File: src/rtl/core/nearest_segment_search_macros.svh
// assertion macros for the nearest segment search block
`ifndef NEAREST_SEGMENT_SEARCH_MACROS_SVH
`define NEAREST_SEGMENT_SEARCH_MACROS_SVH

// condition holds in the same cycle
`define NSS_ASSERT_SAME(label, cond, prop) \
    label: assert property (@(posedge clk) disable iff (!rst_n) (cond) |-> (prop)) \
        else $error("nss assertion failed");

// condition holds in the next cycle
`define NSS_ASSERT_NEXT(label, cond, prop) \
    label: assert property (@(posedge clk) disable iff (!rst_n) (cond) |=> (prop)) \
        else $error("nss assertion failed");

`endif

File: src/rtl/core/nss_pkg.sv
// shared types and constants for the nearest segment search block
`default_nettype none

package nss_pkg;

    localparam int COORD_W = 16;
    localparam int NUM_W   = 49;
    localparam int DEN_W   = 33;
    localparam int QUO_W   = 16;
    localparam int DIST_W  = 33;

    // pipeline stage numbers of the search datapath
    localparam int ST_SEG  = 2;
    localparam int ST_KIND = 5;
    localparam int ST_NEG  = 6;
    localparam int ST_QUO  = ST_NEG + QUO_W;
    localparam int ST_FOOT = ST_QUO + 1;
    localparam int ST_DIFF = ST_FOOT + 1;
    localparam int ST_SQ   = ST_DIFF + 1;
    localparam int ST_DIST = ST_SQ + 1;

    typedef enum logic [1:0] {
        FOOT_BEGIN,
        FOOT_END,
        FOOT_DIV
    } foot_kind_t;

    typedef enum logic [1:0] {
        BK_IDLE,
        BK_ISSUE,
        BK_DRAIN
    } back_state_t;

    typedef struct packed {
        logic [COORD_W-1:0] bx;
        logic [COORD_W-1:0] by;
        logic [COORD_W-1:0] ex;
        logic [COORD_W-1:0] ey;
    } seg_t;

    typedef struct packed {
        logic               query;
        logic [5:0]         slot;
        seg_t               seg;
        logic [COORD_W-1:0] px;
        logic [COORD_W-1:0] py;
    } item_t;

    typedef struct packed {
        logic  valid;
        item_t item;
    } head_t;

    typedef struct packed {
        logic       last;
        seg_t       seg;
        foot_kind_t kind;
        logic       negx;
        logic       negy;
    } side_t;

    typedef struct packed {
        logic busy;
        logic pop;
    } back_stat_t;

endpackage

`default_nettype wire

File: src/rtl/core/nss_front.sv
// front end: accepts transactions, drops out-of-range loads, two-entry queue
`default_nettype none

module nss_front
    import nss_pkg::*;
#(
    parameter int MAX_SEGMENTS = 64
) (
    input  logic                clk,
    input  logic                rst_n,
    input  logic                in_valid,
    output logic                in_stall,
    input  logic                func,
    input  logic [5:0]          slot,
    input  logic [COORD_W-1:0]  begin_x,
    input  logic [COORD_W-1:0]  begin_y,
    input  logic [COORD_W-1:0]  end_x,
    input  logic [COORD_W-1:0]  end_y,
    input  logic [COORD_W-1:0]  point_x,
    input  logic [COORD_W-1:0]  point_y,
    output head_t               head,
    input  logic                pop
);

    item_t      entry_reg [2];
    logic [1:0] fill_reg;
    logic [1:0] fill_next;
    logic       wr_ptr_reg;
    logic       rd_ptr_reg;
    logic       accept;
    logic       push;
    item_t      item_c;

    always_comb
    begin
        item_c.query  = func;
        item_c.slot   = slot;
        item_c.seg.bx = begin_x;
        item_c.seg.by = begin_y;
        item_c.seg.ex = end_x;
        item_c.seg.ey = end_y;
        item_c.px     = point_x;
        item_c.py     = point_y;
    end

    assign in_stall   = (fill_reg == 2'd2);
    assign accept     = in_valid && !in_stall;
    // loads aimed past the table are taken and dropped
    assign push       = accept && (func || (int'(slot) < MAX_SEGMENTS));
    assign fill_next  = fill_reg + 2'(push) - 2'(pop);
    assign head.valid = (fill_reg != 2'd0);
    assign head.item  = entry_reg[rd_ptr_reg];

    always_ff @(posedge clk or negedge rst_n)
    begin
        if (!rst_n)
        begin
            fill_reg   <= 2'd0;
            wr_ptr_reg <= 1'b0;
            rd_ptr_reg <= 1'b0;
        end
        else
        begin
            fill_reg <= fill_next;
            if (push)
            begin
                wr_ptr_reg <= !wr_ptr_reg;
            end
            if (pop)
            begin
                rd_ptr_reg <= !rd_ptr_reg;
            end
        end
    end

    always_ff @(posedge clk)
    begin
        if (push)
        begin
            entry_reg[wr_ptr_reg] <= item_c;
        end
    end

endmodule

`default_nettype wire

File: config.mk
export PLATFORM = sky130hd
export DESIGN_NAME = nss_front
export DESIGN_NICKNAME = d
export VERILOG_FILES = /design/src/rtl/core/nearest_segment_search_macros.svh /design/src/rtl/core/nss_pkg.sv /design/src/rtl/core/nss_front.sv
export SDC_FILE = /design/constraint.sdc
export NUM_CORES = 1
export LEC_CHECK = 0
export ABC_CLOCK_PERIOD_IN_PS = 12600
export BUFFER_PORTS_ARGS = -buffer_cell sky130_fd_sc_hd__buf_2
export CORE_UTILIZATION = 45
export DETAILED_ROUTE_END_ITERATION = 10
export GPL_TIMING_DRIVEN = 1
export PLACE_DENSITY = 0.74
export SYNTH_ARGS = -nofsm -noshare
export SYNTH_HDL_FRONTEND = slang
export SYNTH_SLANG_ARGS = --single-unit
File: constraint.sdc
create_clock -name clk -period 12.6 [get_ports clk]
set_clock_uncertainty 0.15 [all_clocks]
set_input_delay 0.63 -clock clk [delete_from_list [all_inputs] [get_ports clk]]
set_output_delay 0.63 -clock clk [all_outputs]
set_load 0.02 [all_outputs]
After elaboration in Yosys (flattened, before gate mapping). Memories as Yosys holds them, arrays and structs flattened. Index checks and enable logic that the tools add are counted. W data, S select, Z words.

$add $sub $neg: 2. Multipliers: 0. Div/mod/pow operators: 0. Magnitude comparators: 0. Eq/ne operators: 1. Shift operators: 0. Mux-type cells: 2. Bitwise gates (word level): 0. Reduce and logical (&&, ||, !) cells: 5.

Operator list (count): $logic_not A1 Y1 (3); $add A2 B1 Y2 (1); $eq A2 B2 Y1 const B (1); $mux W1 (2); $reduce_bool A2 Y1 (1); $sub A2 B1 Y2 (1); $logic_and A1 B1 Y1 (1).

Register bits after elaboration: 4. Bits in latches: 0. Memory bits (writable): 206. Bits in read-only memories: 0. Bits of input ports: 107. Output and inout bits: 105. Word-level logic and storage cells: 14. Memories kept: 1.

Memory list: entry_reg (depth 2, width 103, rd ports 1, clocked after Yosys merged registers in 0, write ports 1, line nss_front.sv:25) `item_t entry_reg [2];`.

Longest topological paths before layout. Gate-level depths: netlist of the first run.

Depth in word-level cells: 5. Mapped depth: 7. Gate-level depth less buffers: 7.

Worst setup path before layout of the first run. Ideal clock, no wire load.

Path kind: input-to-reg. Start: input in_valid. End: memory entry_reg[0][0] (netlist bit), enable pin. Library setup time: 566 ps. Data arrival time: 5010 ps. Required time: 11884 ps. Setup slack: 6875 ps. Stages on the path: 2. Path buffers: 0. Cell sequence: nand2_1 -> nor2_1.

Longest elaborated chain between the ends: 3.

Ends and longest elaborated chain: from (decl) (line nss_front.sv:11) `input logic in_valid,`; $logic_and A1 B1 Y1 (line nss_front.sv:47) `assign accept = in_valid && !in_stall;`; $mux W1 (line nss_front.sv:78) `if (push)`; $mux W1 (implied by the code) (line nss_front.sv:80) `entry_reg[wr_ptr_reg] <= item_c;`; to (decl) (line nss_front.sv:25).

No other way between the ends.

==> impl_results.md, run 1 <==
* Outcome: finished clean
* Final non-filler cell area at about 0.0098 mm2
* Initial antenna violation count at 0
* CTS Buffer Depth at 3
* PD cells at 244.2 mW/mm2
* Startpoint type of the worst setup path: flip-flop
* Arr. time, crit path at between 2000 and 3000 ps
* Synthesized cell area at between 0.007 and 0.008 mm2
* Slew Limit Headroom at 0.3549
* Core Footprint at between 0.015 and 0.02 mm2
* Yosys reg bits at 210
* Die Span X at 134.3 um
* Reg2Reg Depth at 3
* Final Max Tran Viols at 0
* Async set-reset flop share out of synthesis at 0.01905
* CTS tree: built
* WL/cell at between 15 and 20 um
* Vias/cell at slightly below 5
* Final Hold Viols at 0
* Worst R2R Setup Slack at 10140 ps
* Clock transition at path regs at ~60 ps
* DR pass1 iterations at 4
* Final ANT Viol Nets at 0
* Leakage at between 3 and 4 nW
* Vias at 3886
* Area after DPL at 0.009149 mm2
* Number of global-route vias before repair at 4051
* Diodes inserted at 0
* Clock sinks at 210
* Worst IR drop on VDD at 0.1947 mV
* Starting density of the core at 0.4587
* Critical Path End Type: primary output
* Synthesized Nets at roughly 450
* Crit path launch: rd_ptr_reg
* Io pins at 212
* Most frequent cells after synthesis: edfxtp_1 (206), mux2_4 (60), mux2_2 (43)
* Tmin final at between 3000 and 4000 ps
* Hpwl dp at around 9.0 mm
* Min-delay worst type: primary input to flip-flop
* Synth top area share at 0.7851
* DRC Markers at 0
* CP Capture Point: head[29]
* Setup violators final at 0
* Critical Path Fanout Max at 54
* Crit path kind: flip-flop to primary output
* Ys flop type: edfxtp_1
* Cell row count at between 40 and 50
* Global route total overflow at 0
* Area Growth Syn to Fin at 24.47%
* Synth top area cells: edfxtp_1 (79%), mux2_4 (11%), mux2_2 (6.1%), dfrtp_1 (1.3%), buf_6 (1.0%)
* Port bufs at 211
* Synthesized instance count at 338
* YS warnings at 0
* Max reg flops at roughly 210
* Reg-to-reg critical path startpoint: fill_reg[1]
* Fin crit share at 0.2933
* Nets at 674
* Fraction of layout cells with a size suffix above 1 at 0.6079
* Clock Latency Late Sink at 480 ps
* Worst-Margin Slew at 967.6 ps
* Gates resized, CTS repair at 0
* Die Area at 0.01804 mm2
* Reg2reg end: entry_reg[1][83]
* Max Cap Violations at 0
* Setup TNS at 0 ps
* Gpl congestion at just under 0.7
* Most frequent cell after synthesis: edfxtp_1
* Synth Area per Inst at 23.31 um2
* Initial DRC Count at around 220
* Largest net degree at the start of global routing at 57
* H-tree depth at 1
* Sequential share of the synthesized area at 0.7978
* CTS buffer count at 21
* Post-synthesis cell type count at 16
* RSZ-0062 raised after global routing: no
* Drt total wl at about 14 mm
* Die Y at between 100 and 150 um
* WP data required at between 10000 and 15000 ps
* Synth area leader: edfxtp_1
* Gr usage total at 0.1488
* Max Clk Rate at approximately 270 MHz
* Clock Tree Root: clkbuf_16
* Post-synth EDFFs at approximately 210
* First-pass GRT wire length at 20.73 mm
## cell usage in the layout (no fill, tap or decap), types with 2 or more instances in the layout
cell type	Yosys	final
buf_2	4	211
dfrtp_1	4	3
ha_1	2	2
inv_1	2	2
xnor2_1	3	3
clkbuf_1	0	6
clkbuf_16	0	21
clkbuf_8	0	3
buf_4	0	4
clkinv_2	0	5
mux2_4	60	60
edfxtp_1	206	206
mux2_2	43	43
## report_power, final
group / leakage (nW) / internal, mW / switching, mW / total, mW
clock network: 0.323 / 0.345 / 0.237 / 0.581
logic: 1.57 / 0.342 / 0.443 / 0.785
registers: 1.96 / 0.957 / 0.0722 / 1.03
total: 3.85 / 1.64 / 0.752 / 2.39
## kinds of logic after synthesis
logic type                 count (synthesis)  share of synthesized area
buffers and inverters                     14                    0.01540
xor gates and xnor gates                   4                   0.004447
and+or+nand+nor                            5                   0.003336
muxes                                    103                     0.1758
adders and majority gates                  2                   0.003176
DFF                                      210                     0.7978
## worst max-delay path, stage by stage, from the launching register on
cell     delay (ps)
dfrtp_4         920
buf_4           850
mux2_2          420
buf_2           160
## area by class of cell
class | count | area (um2)
Fill cell | 1339 | 7370
Sequential cell | 210 | 6290
Multi-Input combinational cell | 114 | 1484
Timing Repair Buffer | 216 | 1096
Clock buffer | 30 | 589.3
Tap cell | 225 | 281.5
Clock inverter | 7 | 58.81
Inverter | 2 | 7.507
## layer usage
metal / share of wire / track usage / up-vias
met3: 0.081 / 0.04384 / 24
met1: 0.39 / 0.1761 / 1918
li1: - / - / 1793
met4: 0.019 / 0.04557 / 0
met5: 0 / 0 / -
met2: 0.51 / 0.2614 / 151
## timing repair
| item | CTS | global route |
|---|---|---|
| endpoints found under the hold margin | 4 | 0 |
| setup endpoints to repair | 0 | 0 |
| hold buffers | 1 | 0 |
| setup buffers | 0 | 0 |
## per-stage QoR
| step | worst slack, ps | std cells | util | hold slack [ps] | power, mW |
|---|---|---|---|---|---|
| global route | 8777 | 804 | 0.5710 | 156.4 | 2.508 |
| global placement | 9417 | 766 | 0.5326 | 286.1 | 1.818 |
| finish | 8905 | 804 | 0.5710 | 187.4 | 2.395 |
| CTS | 8835 | 804 | 0.5710 | 163.2 | 2.432 |
| floorplan | 6875 | 338 | - | 184.4 | 1.637 |
| detailed placement | 9365 | 766 | 0.5326 | 289.9 | 1.841 |
## worst min path at each step
stage	from	endpoint	slack, ps	depth (start not counted)
after global routing	end_y[11]	entry_reg[0][43]	160	1
final	end_x[14]	entry_reg[1][62]	190	1
after CTS	point_y[14]	entry_reg[0][14]	160	1
after detailed placement	rst_n	wr_ptr_reg	290	1
after global placement	rst_n	wr_ptr_reg	290	1
after floorplan	rst_n	fill_reg[0]	180	0
Power figures use the tool's default switching activity.
==> run 2: changes to the inputs <==
--- a/config.mk
+++ b/config.mk
@@ -5,7 +5,7 @@
 export SDC_FILE = /design/constraint.sdc
 export NUM_CORES = 1
 export LEC_CHECK = 0
-export ABC_CLOCK_PERIOD_IN_PS = 12600
+export ABC_CLOCK_PERIOD_IN_PS = 3700
 export BUFFER_PORTS_ARGS = -buffer_cell sky130_fd_sc_hd__buf_2
 export CORE_UTILIZATION = 45
 export DETAILED_ROUTE_END_ITERATION = 10
==> constraint.sdc (replaced) <==
create_clock -name clk -period 3.7 [get_ports clk]
set_clock_uncertainty 0.15 [all_clocks]
set_input_delay 0.185 -clock clk [delete_from_list [all_inputs] [get_ports clk]]
set_output_delay 0.185 -clock clk [all_outputs]
set_load 0.02 [all_outputs]
==> run 2 against run 1 <==
Compared with the run above:
- die area stayed put
- utilization is 6.5 points higher
- global-route usage is 2.6 points higher
- register-to-register slack worse by 8700 ps
- flip-flop and latch count stayed put
- sequential power grew to 3.4 times the previous value
- hold slack better by 69 ps
- critical endpoint is now head[2]
==> impl_results.md, run 2 (same netlist as run 1, synthesis figures left out) <==
* Worst Min Path Start: point_x[15] (was end_x[14])
* WP depth at 3 (unchanged)
* Core Util, Final at 0.6362 (was 0.5710)
* H-tree depth at 1 (unchanged)
* Die Area at 0.01804 mm2 (unchanged)
* Initial antenna violation count at 0 (unchanged)
* Slew Limit Headroom at 0.3879 (was 0.3549)
* Critical Path End Type: primary output (unchanged)
* Outcome: finished clean (unchanged)
* First-pass GRT wire length at 24.21 mm (was 20.73 mm)
* Switching share of power at 0.3209 (was 0.3140)
* Clock sinks at 210 (unchanged)
* Die Y at 134.3 um (unchanged)
* Clk pwr share at 0.238 (was 0.243)
* Post-CTS setup buffers at 0 (unchanged)
* Cell family with most CP delay: flip-flops (was buffers and inverters)
* Crit path launch: rd_ptr_reg (unchanged)
* Gr usage total at 0.1752 (was 0.1488)
* Largest net degree at the start of global routing at 57 (unchanged)
* Tmin final at around 2700 ps
* Most common cell after layout, fill and taps aside: buf_2 (unchanged)
* Clock Tree Root: clkbuf_16 (unchanged)
* PD cells at 763.4 mW/mm2 (was 244.2 mW/mm2)
* Reg2Reg Depth at 4 (was 3)
* Global route total overflow at 0 (unchanged)
* Hpwl dp at 9.324 mm (was 8.964 mm)
* Area Growth Syn to Fin at 38.70% (was 24.47%)
* Worst-Margin Slew at 915.9 ps (was 967.6 ps)
* RSZ-0062 raised after global routing: no (unchanged)
* Reg2reg end: entry_reg[0][19] (was entry_reg[1][83])
* Gpl congestion at 0.7069 (was 0.6878)
* Setup TNS at 0 ps (unchanged)
* Gates resized, CTS repair at 0 (unchanged)
* Storage element area at 0.006290 mm2 (unchanged)
* WP data required at 3370 ps (was 11820 ps)
* Leakage at 4.310 nW (was 3.850 nW)
* Fillers at 1211 (was 1339)
* Hold Slack at 256.3 ps (was 187.4 ps)
* Final Hold Viols at 0 (unchanged)
* Hold Crit Endpoint: entry_reg[1][31] (was entry_reg[1][62])
* Worst R2R Setup Slack at 1450 ps (was 10140 ps)
* WL/cell at 17.41 um (was 17.05 um)
* Slowest cell on crit path: dfrtp_4 (unchanged)
* CTS buffer count at 23 (was 21)
* Reg-to-reg critical path startpoint: fill_reg[1] (unchanged)
* Clock Latency Late Sink at 490 ps (was 480 ps)
* WHS Path Cells at 2 (was 1)
* Cell row count at 48 (unchanged)
* Vias at 4348 (was 3886)
* Nets at 783 (was 674)
* Max reg flops at 206 (unchanged)
* Vias/cell at 4.757 (was 4.833)
* Most frequent cells in the layout: buf_2 (211), edfxtp_1 (206), dlygate4sd3_1 (107) (was buf_2 (211), edfxtp_1 (206), mux2_4 (60))
* Setup violators final at 0 (unchanged)
* Crit path kind: flip-flop to primary output (unchanged)
* Core Footprint at 0.01718 mm2 (unchanged)
* CP peak stage delay at 930 ps (was 920 ps)
* Drt total wl at 15.91 mm (was 13.71 mm)
* Max Cap Violations at 0 (unchanged)
* Min-delay worst type: primary input to flip-flop (unchanged)
* Max Clk Rate at approximately 370 MHz
* Critical Path Fanout Max at 46 (was 54)
* CTS Buffer Depth at 3 (unchanged)
* Diodes inserted at 0 (unchanged)
* Arr. time, crit path at 2400 ps (was 2920 ps)
* Fin crit share at 0.7390
* DRC Markers at 0 (unchanged)
* Io pins at 212 (unchanged)
* Startpoint type of the worst setup path: flip-flop (unchanged)
* CTS tree: built (unchanged)
* Worst IR drop on VDD at 0.4975 mV (was 0.1947 mV)
* CP cell instances: buf_4 > mux2_2 > buf_2 (unchanged)
* Seq pwr share at 0.421 (was 0.430)
* Fraction of layout cells with a size suffix above 1 at 0.5080 (was 0.6079)
* Switching power at 2.677 mW (was 0.7520 mW)
* Logic pwr share at 0.341 (was 0.328)
* Clock transition at path regs at 60 ps (about the same)
* Die Span X at 134.3 um (unchanged)
* Initial DRC Count at 178 (was 223)
* Final ANT Viol Nets at 0 (unchanged)
* Final Max Tran Viols at 0 (unchanged)
* Bufs and invs on worst path at 2 (unchanged)
* Internal at 5.666 mW (was 1.643 mW)
* Area of the multi-input gates at 0.001484 mm2 (unchanged)
* Starting density of the core at 0.4587 (unchanged)
* DR pass1 iterations at 4 (unchanged)
* Number of global-route vias before repair at 4753 (was 4051)
* Port bufs at 211 (unchanged)
## run 2: changes by cell type in the layout (fill, tap and decap cells not counted), moves of 3 or more
cell	before	now
dlygate4sd3_1	1	107
buf_12	0	4
clkinv_1	1	8
buf_4	4	1
clkbuf_8	3	0
## run 2: power groups by stage
stage	clock network (mW)	registers, mW	logic, mW
finish	1.99	3.51	2.84
global route	2.11	3.57	3.00
CTS	2.03	3.52	2.87
detailed placement	0	3.56	2.77
global placement	0	3.52	2.72
floorplan	0	3.43	2.12
## run 2: how the worst max path moves through the flow
stage / endpoint / slack [ps]
floorplan: entry_reg[1][0] / 150
global placement: head[2] / 1470
finish: head[2] / 970
global route: head[2] / 840
CTS: head[2] / 910
detailed placement: entry_reg[0][19] / 1400
## run 2: per-layer routing
metal	share of wire	vias up	GRT usage
met5	0	-	0
met4	0.028	0	0.05431
met3	0.064	34	0.04497
met2	0.53	172	0.3287
met1	0.38	2125	0.1927
li1	-	2017	-
## run 2: metrics by stage
step                      area [um2]  worst slack [ps]  power (mW)  std cells
after floorplan                 7886             153.1       5.544        338
after global routing           10930             843.1       8.683        914
after CTS                      10930             909.8       8.417        914
after detailed placement        9206              1399       6.330        767
after global placement          9206              1470       6.234        767
final                          10930             965.6       8.343        914
## run 2: timing repair
item                                   CTS  global route
endpoints found under the hold margin  213             0
hold buffers                           107             0
setup endpoints to repair                0             0
## run 2: cell type report
cell class | count | share of cell area
clock inverter | 12 | 0.005152
clock buffer | 28 | 0.05439
timing repair buffer | 323 | 0.2027
sequential | 210 | 0.5756
tap | 225 | 0.02576
multi-input combinational | 114 | 0.1358
inverter | 2 | 0.0006870
## run 2: worst reg2reg max path, stage by stage, from the launching register on
cell      delay, ps
dfrtp_1         400
nand2b_1        130
nand2_1         150
nor2_4          720
buf_12          330
